File: config.mk
export PLATFORM = sky130hd
export DESIGN_NAME = pwm_period_duty_calculator_top
export DESIGN_NICKNAME = d
export VERILOG_FILES = /design/src/rtl/pwmpdc_pkg.sv /design/src/rtl/pwmpdc_div.sv /design/src/rtl/pwm_period_duty_calculator_top.sv
export VERILOG_INCLUDE_DIRS = /design/src /design/src/rtl
export SDC_FILE = /design/constraint.sdc
export NUM_CORES = 1
export LEC_CHECK = 0
export BUFFER_PORTS_ARGS = -buffer_cell sky130_fd_sc_hd__buf_2
export CAP_MARGIN = 20
export CORE_ASPECT_RATIO = 0.8
export CORE_MARGIN = 3
export CORE_UTILIZATION = 60
export DETAILED_ROUTE_END_ITERATION = 6
export GPL_ROUTABILITY_DRIVEN = 0
export PLACE_DENSITY_LB_ADDON = 0.12
export SETUP_SLACK_MARGIN = 0.1
export SLEW_MARGIN = 20
export SYNTH_ARGS = -nofsm -noshare
export SYNTH_HDL_FRONTEND = slang
export SYNTH_SLANG_ARGS = --single-unit
File: constraint.sdc
create_clock -name clk_i -period 3.4 [get_ports clk_i]
set_input_delay 0.34 -clock clk_i [delete_from_list [all_inputs] [get_ports clk_i]]
set_output_delay 0.34 -clock clk_i [all_outputs]
set_load 0.005 [all_outputs]
File: src/rtl/pwm_period_duty_calculator_top_assert.svh
// ---------------------------------------------------------------------------
// pwm period duty calculator assertion macros
// clocked, reset-gated property checks shared by the rtl
// ---------------------------------------------------------------------------
`ifndef PWM_PERIOD_DUTY_CALCULATOR_TOP_ASSERT_SVH
`define PWM_PERIOD_DUTY_CALCULATOR_TOP_ASSERT_SVH

// property checked at every rising edge outside reset
`define PDC_ASSERT(name, prop, msg) \
  name: assert property (@(posedge clk_i) disable iff (!rst_ni) prop) else $error(msg);

// implication checked at every rising edge outside reset
`define PDC_ASSERT_IMP(name, ante, cons, msg) \
  name: assert property (@(posedge clk_i) disable iff (!rst_ni) (ante) |-> (cons)) \
    else $error(msg);

`endif

File: src/rtl/pwmpdc_pkg.sv
// ---------------------------------------------------------------------------
// pwmpdc_pkg
// types and constants of the pwm period / prescaler / duty calculator
// ---------------------------------------------------------------------------
package pwmpdc_pkg;

  localparam int unsigned ClockHz    = 32000000;
  localparam int unsigned FreqMin    = 500;
  localparam int unsigned FreqMax    = 50000;
  localparam int unsigned CountLimit = 256;

  localparam int unsigned DutyW     = 10;
  localparam int unsigned FreqW     = 16;
  localparam int unsigned DividendW = 23;
  localparam int unsigned QuotW     = 14;
  localparam int unsigned Dividend  = ClockHz / 4;

  typedef struct packed {
    logic [DutyW-1:0] duty_level;
    logic [FreqW-1:0] pwm_freq_hz;
  } req_t;

  typedef struct packed {
    logic [7:0] period_count;
    logic [1:0] prescale_code;
    logic [7:0] duty_high;
    logic [1:0] duty_low;
  } rsp_t;

endpackage

File: src/rtl/pwmpdc_div.sv
// ---------------------------------------------------------------------------
// pwmpdc_div
// bit-serial restoring divider: constant dividend over a 16-bit divisor
// ---------------------------------------------------------------------------
module pwmpdc_div (
  input  logic                            clk_i,
  input  logic                            rst_ni,
  input  logic                            start_i,
  input  logic [pwmpdc_pkg::FreqW-1:0]    divisor_i,
  output logic                            done_o,
  output logic [pwmpdc_pkg::QuotW-1:0]    quot_o
);

  logic                                busy_q;
  logic                                done_q;
  logic [4:0]                          cnt_q;
  logic [pwmpdc_pkg::FreqW-1:0]        div_q;
  logic [pwmpdc_pkg::FreqW-1:0]        rem_q, rem_d;
  logic [pwmpdc_pkg::DividendW-1:0]    quo_q, quo_d;
  logic [pwmpdc_pkg::FreqW:0]          rem_shift;
  logic [pwmpdc_pkg::FreqW+1:0]        diff;
  logic                                ge;

  always_comb begin
    rem_shift = {rem_q, quo_q[pwmpdc_pkg::DividendW-1]};
    diff      = {1'b0, rem_shift} - {2'b00, div_q};
    ge        = !diff[pwmpdc_pkg::FreqW+1];
    rem_d     = ge ? diff[pwmpdc_pkg::FreqW-1:0] : rem_shift[pwmpdc_pkg::FreqW-1:0];
    quo_d     = {quo_q[pwmpdc_pkg::DividendW-2:0], ge};
  end

  always_ff @(posedge clk_i or negedge rst_ni) begin
    if (!rst_ni) begin
      busy_q <= 1'b0;
      done_q <= 1'b0;
      cnt_q  <= '0;
    end else begin
      done_q <= 1'b0;
      if (start_i) begin
        busy_q <= 1'b1;
        cnt_q  <= '0;
      end else if (busy_q) begin
        cnt_q <= cnt_q + 5'd1;
        if (cnt_q == 5'(pwmpdc_pkg::DividendW - 1)) begin
          busy_q <= 1'b0;
          done_q <= 1'b1;
        end
      end
    end
  end

  always_ff @(posedge clk_i) begin
    if (start_i) begin
      div_q <= divisor_i;
      rem_q <= '0;
      quo_q <= pwmpdc_pkg::DividendW'(pwmpdc_pkg::Dividend);
    end else if (busy_q) begin
      rem_q <= rem_d;
      quo_q <= quo_d;
    end
  end

  assign done_o = done_q;
  assign quot_o = quo_q[pwmpdc_pkg::QuotW-1:0];

endmodule

File: src/rtl/pwm_period_duty_calculator_top.sv
// ---------------------------------------------------------------------------
// pwm_period_duty_calculator_top
// turns a duty level and a pwm frequency into timer period, prescaler and
// 10-bit duty compare settings
// ---------------------------------------------------------------------------
// channel  direction  handshake               payload
// in       input      in_valid_i / in_ready_o  in_req_i   (pwmpdc_pkg::req_t)
// out      output     out_valid_o / out_ready_i out_rsp_o (pwmpdc_pkg::rsp_t)
//
// one request at a time, from accept to result: the bit-serial divider,
// the prescaler steps, the shift-add duty multiply, then the load of the
// output register.
// a new request is taken while a result waits in the output register; the
// next result holds in the last stage until the output register drains.
// reset is asynchronous, active low, and empties the pipeline and output.
// ---------------------------------------------------------------------------
`include "pwm_period_duty_calculator_top_assert.svh"

module pwm_period_duty_calculator_top (
  input  logic               clk_i,
  input  logic               rst_ni,
  input  logic               in_valid_i,
  output logic               in_ready_o,
  input  pwmpdc_pkg::req_t   in_req_i,
  output logic               out_valid_o,
  input  logic               out_ready_i,
  output pwmpdc_pkg::rsp_t   out_rsp_o
);

  typedef enum logic [2:0] {
    StIdle,
    StDiv,
    StScale,
    StMul,
    StDone
  } state_e;

  state_e                            state_q;
  logic                              out_valid_q;
  pwmpdc_pkg::rsp_t                  out_q;
  logic [pwmpdc_pkg::DutyW-1:0]      duty_q;
  logic [pwmpdc_pkg::QuotW-1:0]      count_q;
  logic [1:0]                        code_q;
  logic [17:0]                       acc_q;
  logic [3:0]                        mul_cnt_q;

  logic                              accept;
  logic [pwmpdc_pkg::FreqW-1:0]      freq_clamped;
  logic                              div_done;
  logic [pwmpdc_pkg::QuotW-1:0]      div_quot;
  logic [17:0]                       acc_d;
  logic [8:0]                        count_m1;

  assign accept = in_valid_i && in_ready_o;

  always_comb begin
    if (in_req_i.pwm_freq_hz < pwmpdc_pkg::FreqW'(pwmpdc_pkg::FreqMin)) begin
      freq_clamped = pwmpdc_pkg::FreqW'(pwmpdc_pkg::FreqMin);
    end else if (in_req_i.pwm_freq_hz > pwmpdc_pkg::FreqW'(pwmpdc_pkg::FreqMax)) begin
      freq_clamped = pwmpdc_pkg::FreqW'(pwmpdc_pkg::FreqMax);
    end else begin
      freq_clamped = in_req_i.pwm_freq_hz;
    end
  end

  pwmpdc_div u_div (
    .clk_i     (clk_i),
    .rst_ni    (rst_ni),
    .start_i   (accept),
    .divisor_i (freq_clamped),
    .done_o    (div_done),
    .quot_o    (div_quot)
  );

  always_comb begin
    acc_d    = {acc_q[16:0], 1'b0} +
               (duty_q[pwmpdc_pkg::DutyW-1] ? {9'd0, count_q[8:0]} : 18'd0);
    count_m1 = count_q[8:0] - 9'd1;
  end

  always_ff @(posedge clk_i or negedge rst_ni) begin
    if (!rst_ni) begin
      state_q     <= StIdle;
      out_valid_q <= 1'b0;
      out_q       <= '0;
      duty_q      <= '0;
      count_q     <= '0;
      code_q      <= '0;
      acc_q       <= '0;
      mul_cnt_q   <= '0;
    end else begin
      if (out_valid_q && out_ready_i && state_q != StDone) begin
        out_valid_q <= 1'b0;
      end
      unique case (state_q)
        StIdle: begin
          if (accept) begin
            duty_q  <= in_req_i.duty_level;
            state_q <= StDiv;
          end
        end
        StDiv: begin
          if (div_done) begin
            count_q <= div_quot;
            code_q  <= 2'd0;
            state_q <= StScale;
          end
        end
        StScale: begin
          if (count_q > pwmpdc_pkg::QuotW'(pwmpdc_pkg::CountLimit) && code_q != 2'd3) begin
            count_q <= count_q >> 2;
            code_q  <= code_q + 2'd1;
          end else begin
            acc_q     <= '0;
            mul_cnt_q <= '0;
            state_q   <= StMul;
          end
        end
        StMul: begin
          acc_q     <= acc_d;
          duty_q    <= duty_q << 1;
          mul_cnt_q <= mul_cnt_q + 4'd1;
          if (mul_cnt_q == 4'(pwmpdc_pkg::DutyW - 1)) begin
            state_q <= StDone;
          end
        end
        StDone: begin
          if (!out_valid_q || out_ready_i) begin
            out_q.period_count  <= count_m1[7:0];
            out_q.prescale_code <= code_q;
            out_q.duty_high     <= acc_q[17:10];
            out_q.duty_low      <= acc_q[9:8];
            out_valid_q         <= 1'b1;
            state_q             <= StIdle;
          end
        end
        default: begin
          state_q <= StIdle;
        end
      endcase
    end
  end

  assign in_ready_o  = (state_q == StIdle);
  assign out_valid_o = out_valid_q;
  assign out_rsp_o   = out_q;

  `PDC_ASSERT_IMP(a_done_in_div, div_done, state_q == StDiv, "divider done outside divide")
  `PDC_ASSERT(a_accept_starts, accept |=> state_q == StDiv, "accepted request did not start")
  `PDC_ASSERT_IMP(a_scaled_count, state_q == StMul,
                  count_q <= pwmpdc_pkg::QuotW'(pwmpdc_pkg::CountLimit),
                  "count above limit after scaling")
  `PDC_ASSERT_IMP(a_prescaled_period, out_valid_o && out_rsp_o.prescale_code != 2'd0,
                  out_rsp_o.period_count >= 8'd63, "prescaled period too short")

endmodule

Word-level counts from Yosys, hierarchy flattened
Cells that the tools add are included.
{ "totals": {"regBits": 134, "inputBits": 30, "output_inout_bits": 22, "word_cells": 91} }
{ "op_classes": {"n_addsub": 6, "magnitude_cmp": 3, "n_eq_ne": 14, "mux": 32, "n_reduce_logical": 18} }
{ "op_table": {"columns": ["operator", "n"], "rows": [
  ["18-bit one-hot mux with 2 select lines", 1],
  ["16-bit two-way mux", 2],
  ["14-bit two-way mux", 2],
  ["14-bit one-hot mux with 2 select lines", 1],
  ["10-bit one-hot mux with 2 select lines", 1],
  ["18-bit by 9-bit adder with 18-bit output", 1],
  ["18-bit two-way mux", 1],
  ["17-bit by 16-bit subtractor with 18-bit output", 1],
  ["16-bit greater-than comparator (second input constant)", 1],
  ["16-bit by 9-bit < comparator with 1-bit output (second input constant)", 1],
  ["3-bit two-way mux", 5],
  ["3-bit one-hot mux with 5 select lines", 1],
  ["14-bit by 9-bit greater-than comparator with 1-bit output (second input constant)", 1],
  ["10-bit two-way mux", 1],
  ["5-bit two-way mux", 2],
  ["2-bit != test (second input constant)", 5],
  ["1-bit two-way mux", 9],
  ["9-bit two-way mux", 1],
  ["4-bit one-hot mux with 2 select lines", 1],
  ["2-bit nonzero test", 4],
  ["8-bit by 1-bit subtractor with 8-bit output (second input constant)", 1],
  ["3-bit by 2-bit equality test with 1-bit output (second input constant)", 2],
  ["2-bit AND reduction", 3],
  ["5-bit by 1-bit adder with 5-bit output (second input constant)", 1],
  ["18 further kinds", 24]
]} }

Longest topological paths before layout
Gate-level depths: netlist (run 1).
{ "logic_depth": {"word_depth": 5, "depth_mapped": 12, "mapped_depth_nobuf": 11} }

Hierarchy
Synthesis (run 1) repeated with hierarchy kept, for this count alone.
{ "hier_totals": {"hier_cells": 723, "hier_area_um2": 7238.2} }
{ "by_module_without_submodules": {"columns": ["module", "instances", "cells_per_inst", "area_each_um2", "seq_area_each_um2"], "rows": [
  ["pwm_period_duty_calculator_top", 1, 398, 3991.3, 1801.7],
  ["pwmpdc_div", 1, 325, 3246.9, 1436.4]
]} }

Least setup slack after synthesis (run 1)
OpenSTA, ideal clock, no wires.
{ "synth_timing": {"kind": "reg2reg", "startpoint": "reg duty_q[9] (netlist bit)", "endpoint": "reg acc_q[17]", "setup_time_ns": 0.132, "arrival_ns": 2.240, "t_required_ns": 3.268, "path_slack_ns": 1.028, "stages_incl_launch_ff": 13, "n_path_buf": 1, "period_less_slack_ns": 2.372, "cell_sequence": "dfrtp_1 -> clkbuf_1 -> and2_1 -> ha_1 -> inv_1 -> fa_1 -> nor2b_1 -> o21ai_0 -> a21o_1 -> a21oi_1 -> nand4_1 -> xor2_1 -> o21ai_1"} }
{ "synth_via": {"elab_chain_cells": 3} }
{ "synth_lines": {"columns": ["item", "line", "text"], "rows": [
  ["start: declaration", "pwm_period_duty_calculator_top.sv:41", "logic [pwmpdc_pkg::DutyW-1:0] duty_q;"],
  ["start signal: assignment", "pwm_period_duty_calculator_top.sv:98", "duty_q <= in_req_i.duty_level;"],
  ["start signal: assignment", "pwm_period_duty_calculator_top.sv:121", "duty_q <= duty_q << 1;"],
  ["9-bit two-way mux", "pwm_period_duty_calculator_top.sv:77", "(duty_q[pwmpdc_pkg::DutyW-1] ? {9'd0, count_q[8:0]} : 18'd0);"],
  ["18-bit by 9-bit adder with 18-bit output", "pwm_period_duty_calculator_top.sv:76", "acc_d = {acc_q[16:0], 1'b0} +"],
  ["18-bit one-hot mux with 2 select lines", "pwm_period_duty_calculator_top.sv:95", "unique case (state_q)"],
  ["end signal: assignment", "pwm_period_duty_calculator_top.sv:89", "acc_q <= '0;"],
  ["end signal: assignment", "pwm_period_duty_calculator_top.sv:114", "acc_q <= '0;"],
  ["end signal: assignment", "pwm_period_duty_calculator_top.sv:120", "acc_q <= acc_d;"],
  ["end: declaration", "pwm_period_duty_calculator_top.sv:44", "logic [17:0] acc_q;"]
]} }
Every way passes these cells.
A chain may end at the register's enable or synchronous reset.

Worst setup path after layout (run 1)
Ends and elaborated chain as after synthesis.

==> qor.txt, run 1 <==
Area contributors post-synth = dfrtp_1 28%, dfxtp_1 11%, edfxtp_1 6.9%, ha_1 5.5%, mux2i_1 5.1%
fin nets = 832
share of layout cells above drive strength 1 = 14.8%
residual DRC count = 0
nature of the critical path endpoint = register
Initial Util = 62.9%
final WL = 15800 um
Post-Place Worst Slack = 0.627 ns
Clk network pwr share = 22.5%
Int Pwr = 4.76 mW
worst path required time = 3.69 ns
final worst slack = 0.520 ns
sequential area share after synthesis = 46.2%
post-synthesis net count = 795
Placed Instances = 894
Clock Pin Slew Worst Setup and Hold Paths = 0.06 ns
Core Rows = 34
Final Cycle Share = 84.7%
CTS tree = yes
total global routing overflow = 0
Cell Area, Placed = 7320 um2
vias = 5507
Slew Viols, Final = 0
Cell Area, Synth = 7010 um2
Post-synth EDFFs = 16
WS Path Type = register to register
IO Port Bufs = 51
max_cap viols = 0
sw frac = 39.6%
post-route ant nets = 0
detailed placement HPWL = 10700 um
antenna violations before repair = 0
Final Hold Violating Endpoints = 0
crit-path max FO = 10
post-CTS setup buffers = 0
Die X = 127 um
design area = 7900 um2
drt wl/cell = 17.1 um
Clock Path Buffers = 2
min-delay worst type = primary input to async pin
H-tree depth = 4
Flop pwr share = 35.5%
largest net degree at the start of global routing = 80
Multi-input gate area = 3450 um2
uppermost layer routed = met4
met3 wire length = 991 um
RSZ-0062 raised after global routing = false
Die Ht = 103 um
vias in the first global route = 5284
CTS resizes = 0
clock sink count = 134
Reg area = 3240 um2
CTS root buf = clkbuf_16
FMAX = 0.347 GHz
syn avg cell area = 9.57 um2
synthesized instance count = 732
TritonCTS Buffers = 17
Psw = 3.12 mW
M1 WL = 7210 um
Final Core Density = 70.8%
slew margin rel. = 33.7%
post-synth top area cell = dfrtp_1
VDD IR-drop max = 582 uV
commonest cells after routing, fill and taps aside = 92 x nand2_1, 78 x dfrtp_1, 53 x nor2_1, 50 x buf_2, 39 x dfxtp_1
FILL cells = 802
YS warnings = 0
Final Skew = 0.00623 ns
CP Data Arrival Time = 3.17 ns
Final Setup Violations = 0
synth unique cells = 66
Avg Vias per Cell = 5.95
status = finished, final reports clean
most common flop cell mapped by yosys = dfrtp_1
FFs w/ async S/R, synth = 59.0%
Core ar. = 11100 um2
Least-Margin Pin Slew = 0.995 ns
Synth Register Bits = 134
commonest non-fill, non-tap cell in the layout = nand2_1
cts hold-fix bufs = 0
Non-Filler Instances = 926
Die ar. = 13000 um2
Detailed Routing Iterations Pass 1 = 5
area grow syn2layout = 12.7%
final hold slack = 0.0986 ns
Iteration-0 DRC Markers = 461
Pwr Density = 999 nW/um2
crit start category = register
met2 wire len = 7430 um
Antenna Cells = 0
Leakage Power = 3.76 nW
Setup Total Neg Slack = 0 ns
Power, Total = 7.89 mW
global-route wire length before repair = 26100 um
Combinational Power Share = 42.0%
worst-skew pair later-pin latency = 0.41 ns
Final min period = 2.88 ns
Synth top area share = 28.2%
GRT Resource Usage Total = 25.3%
I/O pins = 52
[worst paths after layout]
kind	startpoint	end	slack (ns)	cells after the start
min in group clk_i	in_req_i[14]	u_div.div_q[14]	0.15	1
worst min-delay path	rst_ni	duty_q[6]	0.1	1
max in group asynchronous	rst_ni	u_div.busy_q	2.63	1
worst max-delay path	duty_q[9]	acc_q[17]	0.52	11
worst max register to register	duty_q[9]	acc_q[17]	0.52	11
worst min register to register	u_div.quo_q[20]	u_div.quo_q[20]	0.48	2
[worst max-delay path: stages, from the launching register on]
cell	delay, ns
dfrtp_1	0.55
and2_1	0.19
ha_1	0.18
inv_1	0.06
fa_1	0.40
nor2b_1	0.12
o21ai_0	0.13
a21o_1	0.21
a21oi_1	0.41
nand4_1	0.23
xor2_1	0.21
o21ai_1	0.07
[state kept, by name, summed over array words and instances, names as in the netlist]
register and count:
u_div.rem_q 16, code_q 2, acc_q 18, out_rsp_o 20, u_div.quo_q 23, count_q 14, u_div.div_q 16, u_div.done_o 1
u_div.cnt_q 5, u_div.busy_q 1, mul_cnt_q 4, state_q 3, out_valid_o 1, duty_q 10
[power by group through the flow]
stage	logic, mW	clock network [mW]	registers [mW]
after CTS	3.30	1.79	2.78
after floorplan	2.78	0	2.55
final	3.31	1.77	2.80
after global routing	3.69	1.87	2.87
after global placement	3.09	0	2.77
after detailed placement	3.24	0	2.80
[cell families (layout without fill, tap and decap cells)]
logic type / Yosys count / count (layout) / share of synthesized area [%]
muxes: 48 / 48 / 7.07
adders and majority gates: 33 / 33 / 6.11
DFF: 134 / 134 / 46.2
buffers and inverters: 75 / 125 / 4.55
and+or+nand+nor: 230 / 230 / 15.6
xor gates and xnor gates: 38 / 38 / 4.75
AOI/OAI and AO/OA: 174 / 174 / 15.7
[metal layers]
metal,GRT usage (%),vias to the layer above
li1,-,2660
met4,8.24,0
met5,0,-
met3,5.18,22
met1,34.2,2629
met2,41.4,196
[cells in the mapped netlist (3+ instances only)]
cell and number:
nand2_1 92, nand2b_1 9, ha_1 31, inv_1 35, and3_1 11, and2_1 9
dfxtp_1 39, buf_2 5, a21o_1 10, a31oi_1 12, o22ai_1 22, mux2i_1 36
xnor2_1 19, nor3_1 9, nand4_1 8, a21oi_1 38, edfxtp_1 16, nor4_1 3
nor2_1 53, o211ai_1 4, nor3b_1 3, dfrtp_1 79, o21a_1 4, or4_1 4
a22o_1 9, o21ai_1 27, mux2_2 12, o21ai_0 26, xor2_1 19, nand3_1 12
clkbuf_1 29
[layout make-up]
class,instances,area share (%)
multi-input combinational,523,43.7
sequential,134,41.0
clock buffer,21,6.08
timing repair buffer,57,3.99
tap,144,2.28
inverter,36,1.71
clock inverter,11,1.24
Note: power is estimated with default switching activity, not from simulation.
==> inputs of run 2 (changes only) <==
--- a/config.mk
+++ b/config.mk
@@ -10,7 +10,7 @@
 export CAP_MARGIN = 20
 export CORE_ASPECT_RATIO = 0.8
 export CORE_MARGIN = 3
-export CORE_UTILIZATION = 60
+export CORE_UTILIZATION = 55
 export DETAILED_ROUTE_END_ITERATION = 6
 export GPL_ROUTABILITY_DRIVEN = 0
 export PLACE_DENSITY_LB_ADDON = 0.12
==> constraint.sdc (replaced) <==
create_clock -name clk_i -period 2.5 [get_ports clk_i]
set_input_delay 0.25 -clock clk_i [delete_from_list [all_inputs] [get_ports clk_i]]
set_output_delay 0.25 -clock clk_i [all_outputs]
set_load 0.005 [all_outputs]
==> run 2 against run 1 <==
Against the previous run: sequential cell count unchanged; worst setup slack got worse by 0.37 ns; combinational power increased by 51%; register-to-register slack got worse by 0.37 ns; routed wire length decreased by 0.71%; clock skew decreased by 0.0035 ns; via count increased by 1.1%; sequential power increased by 34%; first-iteration DRC count decreased by 0.43%; hold slack got worse by 0.058 ns; critical endpoint is now acc_q[9]; highest routed layer unchanged.
==> qor.txt, run 2 (synthesis gave the netlist of run 1 again) <==
Iteration-0 DRC Markers = 459 (-0.43%)
Final Setup Violations = 0 (unchanged)
Power, Total = 11.2 mW (+42%)
crit path cell chain = buf_4, buf_4, and2_1, ha_1, or2_2, a21oi_1, a21oi_2, buf_6, buf_4, xnor2_1, o21ai_1
status = finished, final reports clean
H-tree depth = 4 (unchanged)
Die ar. = 14100 um2 (+8.6%)
Setup Total Neg Slack = 0 ns (unchanged)
Pwr Density = 1350 nW/um2 (+35%)
drt wl/cell = 16.0 um (-6.5%)
share of layout cells above drive strength 1 = 19.7% (+4.9 points)
Detailed Routing Iterations Pass 1 = 5 (unchanged)
area grow syn2layout = 18.6%
VDD IR-drop max = 623 uV (+7.0%)
global-route wire length before repair = 26400 um (+1.2%)
post-route ant nets = 0 (unchanged)
max_cap viols = 0 (unchanged)
RSZ-0062 raised after global routing = true
Initial Util = 57.0% (-5.9 points)
antenna violations before repair = 0 (unchanged)
most frequent CP cell = buf_4
slew margin rel. = 46.2% (+13 points)
Least-Margin Pin Slew = 0.803 ns (-0.192 ns)
largest net degree at the start of global routing = 42 (-48%)
design area = 8310 um2 (+5.2%)
CP bufs+invs = 4 (+3)
Die Ht = 107 um (+4.2%)
CTS root buf = clkbuf_16
Final Hold Violating Endpoints = 0 (unchanged)
Leakage Power = 3.95 nW (+4.9%)
Non-Filler Instances = 983 (+6.2%)
TritonCTS Buffers = 17 (unchanged)
fin nets = 862 (+3.6%)
Slew Viols, Final = 0 (unchanged)
Cell Area, Placed = 7550 um2 (+3.2%)
delay of the slowest critical-path stage = 0.40 ns (-0.15 ns)
commonest non-fill, non-tap cell in the layout = nand2_1
WS Path Type = register to register
crit start category = register
slowest CP cell = dfrtp_1
worst path required time = 2.80 ns (-0.89 ns)
IO Port Bufs = 51 (unchanged)
Final Cycle Share = 93.8% (+9.1 points)
CP top delay family = buffers and inverters
vias in the first global route = 5390 (+2.0%)
FMAX = 0.426 GHz (+23%)
Clock Path Buffers = 2 (unchanged)
nature of the critical path endpoint = register
detailed placement HPWL = 11000 um (+2.2%)
residual DRC count = 0 (unchanged)
GRT Resource Usage Total = 23.2% (-2.1 points)
Post-Place Worst Slack = 0.0410 ns (-0.586 ns)
worst-skew pair later-pin latency = 0.43 ns (+0.02 ns)
largest reg by FF count = u_div.quo_q
commonest cells after routing, fill and taps aside = 91 x nand2_1, 77 x dfrtp_1, 53 x nor2_1, 50 x buf_2, 39 x dfxtp_1
Final min period = 2.35 ns (-0.535 ns)
total global routing overflow = 0 (unchanged)
final worst slack = 0.155 ns (-0.365 ns)
final WL = 15700 um (-0.71%)
clock sink count = 134 (unchanged)
min-delay worst type = primary input to register
Clock Pin Slew Worst Setup and Hold Paths = 0.06 ns (about the same)
Core ar. = 12300 um2 (+10%)
vias = 5568 (+1.1%)
Antenna Cells = 0 (unchanged)
crit-path max FO = 5 (-5)
CP Data Arrival Time = 2.64 ns (-0.53 ns)
max reg flops = 23 (unchanged)
Die X = 132 um (+4.2%)
Final Skew = 0.00276 ns (-0.00347 ns)
Core Rows = 36 (+5.9%)
CTS tree = yes
I/O pins = 52 (unchanged)
Placed Instances = 943 (+5.5%)
Avg Vias per Cell = 5.66 (-4.8%)
run 2: metal layers:
metal | track usage (%) | up-vias | routed length (um)
met3 | 4.60 | 24 | 903
met1 | 33.5 | 2674 | 7700
met5 | 0 | - | 0
li1 | - | 2721 | -
met4 | 10.6 | 0 | 244
met2 | 34.0 | 149 | 6880
run 2: per-stage QoR:
stage                     util (%)  hold slack [ns]
final                         67.6           0.0403
after floorplan                  -          -0.0456
after global routing          67.6           0.0400
after CTS                     66.8           0.0297
after detailed placement      61.4            0.254
after global placement        61.4            0.243
run 2: final cells by class:
| cell class | count | area [um2] |
|---|---|---|
| Fill cell | 982 | 3990 |
| Inverter | 36 | 135 |
| Timing Repair Buffer | 87 | 584 |
| Tap cell | 171 | 214 |
| Clock buffer | 25 | 515 |
| Sequential cell | 134 | 3240 |
| Multi-Input combinational cell | 523 | 3550 |
| Clock inverter | 7 | 67.6 |
run 2: path summary, 6_finish.rpt:
check / slack [ns] / to / cells after the start / startpoint
min in group asynchronous: 0.33 / duty_q[7] / 2 / rst_ni
hold reg to reg: 0.47 / out_rsp_o[16] / 2 / out_rsp_o[16]
setup reg to reg: 0.15 / acc_q[9] / 11 / duty_q[9]
max in group asynchronous: 1.54 / u_div.busy_q / 3 / rst_ni
setup / recovery: 0.15 / acc_q[9] / 11 / duty_q[9]
hold / removal: 0.04 / u_div.div_q[14] / 1 / in_req_i[14]
run 2: where the power goes:
group | switching (mW) | leakage (nW) | internal [mW]
Combinational | 2.68 | 2.20 | 2.33
Sequential | 0.724 | 1.47 | 3.01
Clock | 0.911 | 0.281 | 1.52
run 2: timing repair:
item | CTS | global route
endpoints found under the setup margin | 10 | 40
hold buffers | 1 | 0
hold endpoints to repair | 38 | 0
gates cloned | 0 | 0
buffers inserted | 4 | 3
gates resized for setup | 8 | 15
pin swaps | 4 | 10
